===== config.mk =====
export PLATFORM = sky130hd
export DESIGN_NAME = sukt_ram
export DESIGN_NICKNAME = d
export VERILOG_FILES = /design/src/hw/rtl/sukt_pkg.sv /design/src/hw/rtl/sukt_ram.sv
export SDC_FILE = /design/constraint.sdc
export NUM_CORES = 2
export LEC_CHECK = 0
export ABC_AREA = 0
export BUFFER_PORTS_ARGS = -buffer_cell sky130_fd_sc_hd__buf_2
export CORE_ASPECT_RATIO = 1.25
export CORE_MARGIN = 5
export CORE_UTILIZATION = 57
export CTS_CLUSTER_SIZE = 25
export DETAILED_ROUTE_END_ITERATION = 8
export GPL_TIMING_DRIVEN = 0
export PLACE_DENSITY_LB_ADDON = 0.08
export SYNTH_ARGS = -nofsm -noshare
export SYNTH_HDL_FRONTEND = slang
export SYNTH_MEMORY_MAX_BITS = 65536
export SYNTH_SLANG_ARGS = --single-unit

===== constraint.sdc =====
create_clock -name clk -period 6.79 [get_ports clk]
set_input_delay 1.358 -clock clk [delete_from_list [all_inputs] [get_ports clk]]
set_output_delay 1.358 -clock clk [all_outputs]
set_load 0.01 [all_outputs]

===== src/hw/rtl/sukt_pkg.sv =====
`default_nettype none
// ----------------------------------------------------------------------------
// sukt_pkg: shared types and constants of the sorted unique key table
// Record layout, request and status codes, and the default table size.
// ----------------------------------------------------------------------------
package sukt_pkg;

	localparam int unsigned TABLE_DEPTH_DEF = 64;
	localparam int unsigned MAX_RESULTS     = 64;
	localparam int unsigned KEY_W           = 31;
	localparam int unsigned PHONE_W         = 34;
	localparam int unsigned CNT_W           = 7;
	localparam int unsigned REQ_W           = 2;
	localparam int unsigned STAT_W          = 3;
	localparam int unsigned S_DATA_W        = 72;
	localparam int unsigned M_DATA_W        = 80;

	typedef enum logic [REQ_W-1:0] {
		REQ_INSERT = 2'd0,
		REQ_REMOVE = 2'd1,
		REQ_POP    = 2'd2,
		REQ_LIST   = 2'd3
	} req_t;

	typedef enum logic [STAT_W-1:0] {
		STAT_OK      = 3'd0,
		STAT_DUP     = 3'd1,
		STAT_MISSING = 3'd2,
		STAT_EMPTY   = 3'd3,
		STAT_FULL    = 3'd4
	} status_t;

	typedef struct packed {
		logic               female;
		logic [PHONE_W-1:0] phone;
		logic [KEY_W-1:0]   key;
	} rec_t;

	localparam int unsigned REC_W = $bits(rec_t);

endpackage
`default_nettype wire


===== src/hw/rtl/sukt_ram.sv =====
`default_nettype none
// ----------------------------------------------------------------------------
// sukt_ram: generic simple dual-port RAM
// One write port and one read port, read data registered.
// ----------------------------------------------------------------------------
module sukt_ram #(
	parameter int unsigned WIDTH = sukt_pkg::REC_W,
	parameter int unsigned DEPTH = sukt_pkg::TABLE_DEPTH_DEF
) (
	input  wire logic                     clk,
	input  wire logic                     we,
	input  wire logic [$clog2(DEPTH)-1:0] waddr,
	input  wire logic [WIDTH-1:0]         wdata,
	input  wire logic                     re,
	input  wire logic [$clog2(DEPTH)-1:0] raddr,
	output      logic [WIDTH-1:0]         rdata
);

	logic [WIDTH-1:0] mem_q [DEPTH];

	always_ff @(posedge clk) begin
		if (we) begin
			mem_q[waddr] <= wdata;
		end
		if (re) begin
			rdata <= mem_q[raddr];
		end
	end

endmodule
`default_nettype wire


* Word level (Yosys, flattened, before mapping)
Memory sizes are Yosys's and may differ from the RTL's. A register that Yosys moved wholly into a read port is not among the register bits. Cells that the tools add are included.
Operators by class: multiplexer cells 2
Operators by type and width (count):
- $mux 1 | 2
Storage, ports and cells: word-level logic and storage cells 3, memory bits (writable) 4224, bits of input ports 81, output and inout bits 66, memories kept 1, register bits 0
Memories:
- mem_q | words 64, bits a word 66, rd ports 1, clocked after memory_dff 1, write ports 1, RTL line sukt_ram.sv:19 | logic [WIDTH-1:0] mem_q [DEPTH];

* Logic depth before layout (Yosys ltp)
word-level depth 2, mapped depth 10, depth with buffers taken out 5

* Least setup slack after synthesis
No wires, ideal clock.
kind input port to flip-flop, start input port waddr[3], end memory mem_q[48][0] (netlist name) (enable), slack -0.119 ns, buffers on the path 1, stages on the path 4, data required time 6.219 ns, setup time 0.571 ns, arrival 6.338 ns, cell sequence clkbuf_1 -> nor2b_1 -> nand4b_1 -> nor3_1
RTL lines:
- start, declared | RTL line sukt_ram.sv:12 | input wire logic [$clog2(DEPTH)-1:0] waddr,
- end, declared | RTL line sukt_ram.sv:19
Straight into the memory's write port.

==> out/qor.yml <==
yosys:
  yosysTopAreaCell: "edfxtp_1"
  synth-xor-area-share: 0
  ys_seq_area_frac: 0.799
  synth_compound_area_frac: 0.0277
  synth_area_per_cell_sq_um: 23.5
  synthTopCellsByCount: "edfxtp_1 (4290), mux4_2 (1009), o22ai_1 (318)"
  synth.area.mux_share: 0.148
  synth_area_leaders: "edfxtp_1 (80%), mux4_2 (14%), o22ai_1 (1.2%)"
  synth.distinct_cells: 35
  syn_area_sq_mm: 0.161
  synth_cells: 6852
  ys_ff_latch: 4290
  synth-adder-area-share: 0
  syn_nets: 6933
  synth_edf_count: 4290
  synth_async_sr_flop_share: 0
  synth_top_family_by_area: "multiplexers"
  synth-simple-area-share: 0.0131
  synthFlopType: "edfxtp_1"
  yosys.area.top_type_share: 0.799
  synth_most_common_cell: "edfxtp_1"
  ys_warn_count: 0
grt:
  antenna_found_initial: 47
  grt_pass1_vias: 81000
  use_met2: 0.551
  grtUsageMet1: 0.427
  grt-busiest-layer: "met2"
  grt_pass1_wl_um: 659000
  gr-usage-met3: 0.0693
  grt-ovfl-total: 0
  track_usage: 0.330
  grt_max_degree: 65
clocking:
  h-tree-depth: 5
  clkSinkCount: 4290
  postCtsHoldBufs: 0
  cts_made_buffers: 408
  cts_root_buf: "clkbuf_16"
  cts_tree: "built"
  ctsResizeCount: 0
  clk_latency_ns: 0.94
  cts_setup_buffers: 0
  clk_pin_slew_ns: 0.06
  cts_buffer_depth: 4
layout:
  area_growth_pct: 14.7
  drive_above_1_share: 0.281
  fin_nets: 7716
  instances_no_fill: 11700
  nFillCells: 18000
critical_path:
  endpoint_kind: "flop"
  worst_setup_path_start_kind: "input port"
  critPathMaxStageDelay_ns: 1.11
  crit_chain: "buf_2 > buf_2 > nor2b_1 > nand2b_1 > clkbuf_1 > clkbuf_1 > o22ai_1 > nor4_1 > o22a_1"
  cp_num_buf_inv: 4
  crit_type: "input port to flop"
  worstPathRequired_ns: 7.54
  slowest_stage: "clkbuf_1"
  arrival_ns: 6.28
  path_delay_family: "buffers and inverters"
  cp_max_fo: 10
placement:
  dpl.hpwl_um: 331000
  finalWeightedCongestion: 0.822
  io_buffers: 137
  dp.cells: 11000
floorplan:
  rows: 218
  die_w_um: 486
  pin_count: 147
  die_h_um: 604
  start_util: 0.572
  fp.coreArea_sq_mm: 0.282
  die_area_sq_mm: 0.294
timing:
  hold_violations: 0
  finalSetupViolations: 0
  min_period_ns: 5.53
  setup_tns_ns: 0
  clock_skew_ns: 0.0318
  drv_slew: 50
  worstMarginPinSlew_ns: 1.60
  fmax_ghz: 0.181
  max_slew_margin: -0.0646
  period_share: 0.814
  rsz0062_at_grt: "no"
drt:
  drt-vias-per-instance: 6.91
  first_iter_violations: 11900
  drtPass1Iterations: 6
  drt-total-wl_um: 485000
  vias: 80900
  drc: 0
  drtAntennaViolNets: 0
  wl_per_cell_um: 41.4
run_status:
  status: "finished, violations left"
  violations: "capacitance limit, slew limit"
job:
  cap_violations: 6
power:
  leakage_nw: 57.2
  irDropWorstVdd_v: 0.000278
  p_per_area_mw_per_mm2: 296
hold_path:
  hold_class: "input port to flop"
## final timing paths
check                startpoint         to  slack [ns]  cells after the start
setup / recovery       raddr[2]  rdata[55]        1.26                      9
hold / removal               re  rdata[62]        0.95                      1
setup reg to reg  mem_q[12][32]  rdata[32]        4.39                      4
hold reg to reg    mem_q[1][62]  rdata[62]        0.96                      5
## state kept, by name (all words and copies together), names as in the netlist
signal and cells:
rdata 66, mem_q 4224
## stage by stage
step                 util  area (sq um)  power (mW)  setup WS [ns]  hold WS (ns)
CTS                 0.656        185000        54.9           1.29         0.915
finish              0.656        185000        54.7           1.26         0.948
global placement    0.591        167000        32.8          -3.78         0.953
global route        0.656        185000        56.1           1.32         0.953
detailed placement  0.610        172000        32.9          0.317         0.961
floorplan               -        161000        31.4           1.31         0.771
## metal layers
| layer | vias to the layer above | wire length, um |
|---|---|---|
| met5 | - | 148 |
| met1 | 43400 | 168000 |
| met2 | 5028 | 241000 |
| met4 | 24 | 26500 |
| li1 | 31300 | - |
| met3 | 1174 | 49000 |
## power breakdown
| part | internal, mW | total, mW | switching, mW | leakage, nW |
|---|---|---|---|---|
| logic | 0.939 | 2.93 | 1.99 | 12.4 |
| clock network | 12.6 | 22.4 | 9.77 | 6.25 |
| registers | 29.4 | 29.4 | 0.0582 | 38.6 |
## cells by family (layout without fill, tap and decap cells)
group / Yosys count / in the layout
DFF: 4290 / 4290
muxes: 1118 / 1118
buffers and inverters: 399 / 1502
other: 0 / 18
and+or+nand+nor: 411 / 411
AOI/OAI and AO/OA: 634 / 634
## area by class of cell
| type | instances | area, sq um | share of cell area |
|---|---|---|---|
| multi-input combinational | 2163 | 31000 | 0.168 |
| sequential | 4290 | 129000 | 0.697 |
| antenna | 18 | 45.0 | 0.000244 |
| tap | 3740 | 4680 | 0.0253 |
| timing repair buffer | 373 | 5470 | 0.0296 |
| clock inverter | 240 | 2230 | 0.0121 |
| buffer | 399 | 1950 | 0.0105 |
| clock buffer | 490 | 10600 | 0.0576 |
## layout by cell type, fill, tap and decap left out, types with 82 or more instances in the layout
master	synthesis	routed
clkinv_1	0	82
clkbuf_16	0	414
o22ai_1	318	318
a211oi_1	106	106
buf_2	104	241
mux4_2	1009	1009
clkbuf_1	194	258
buf_12	0	179
edfxtp_1	4290	4290
nor2b_1	89	88
mux2i_1	102	102
Note: power is estimated with default switching activity, not from simulation.
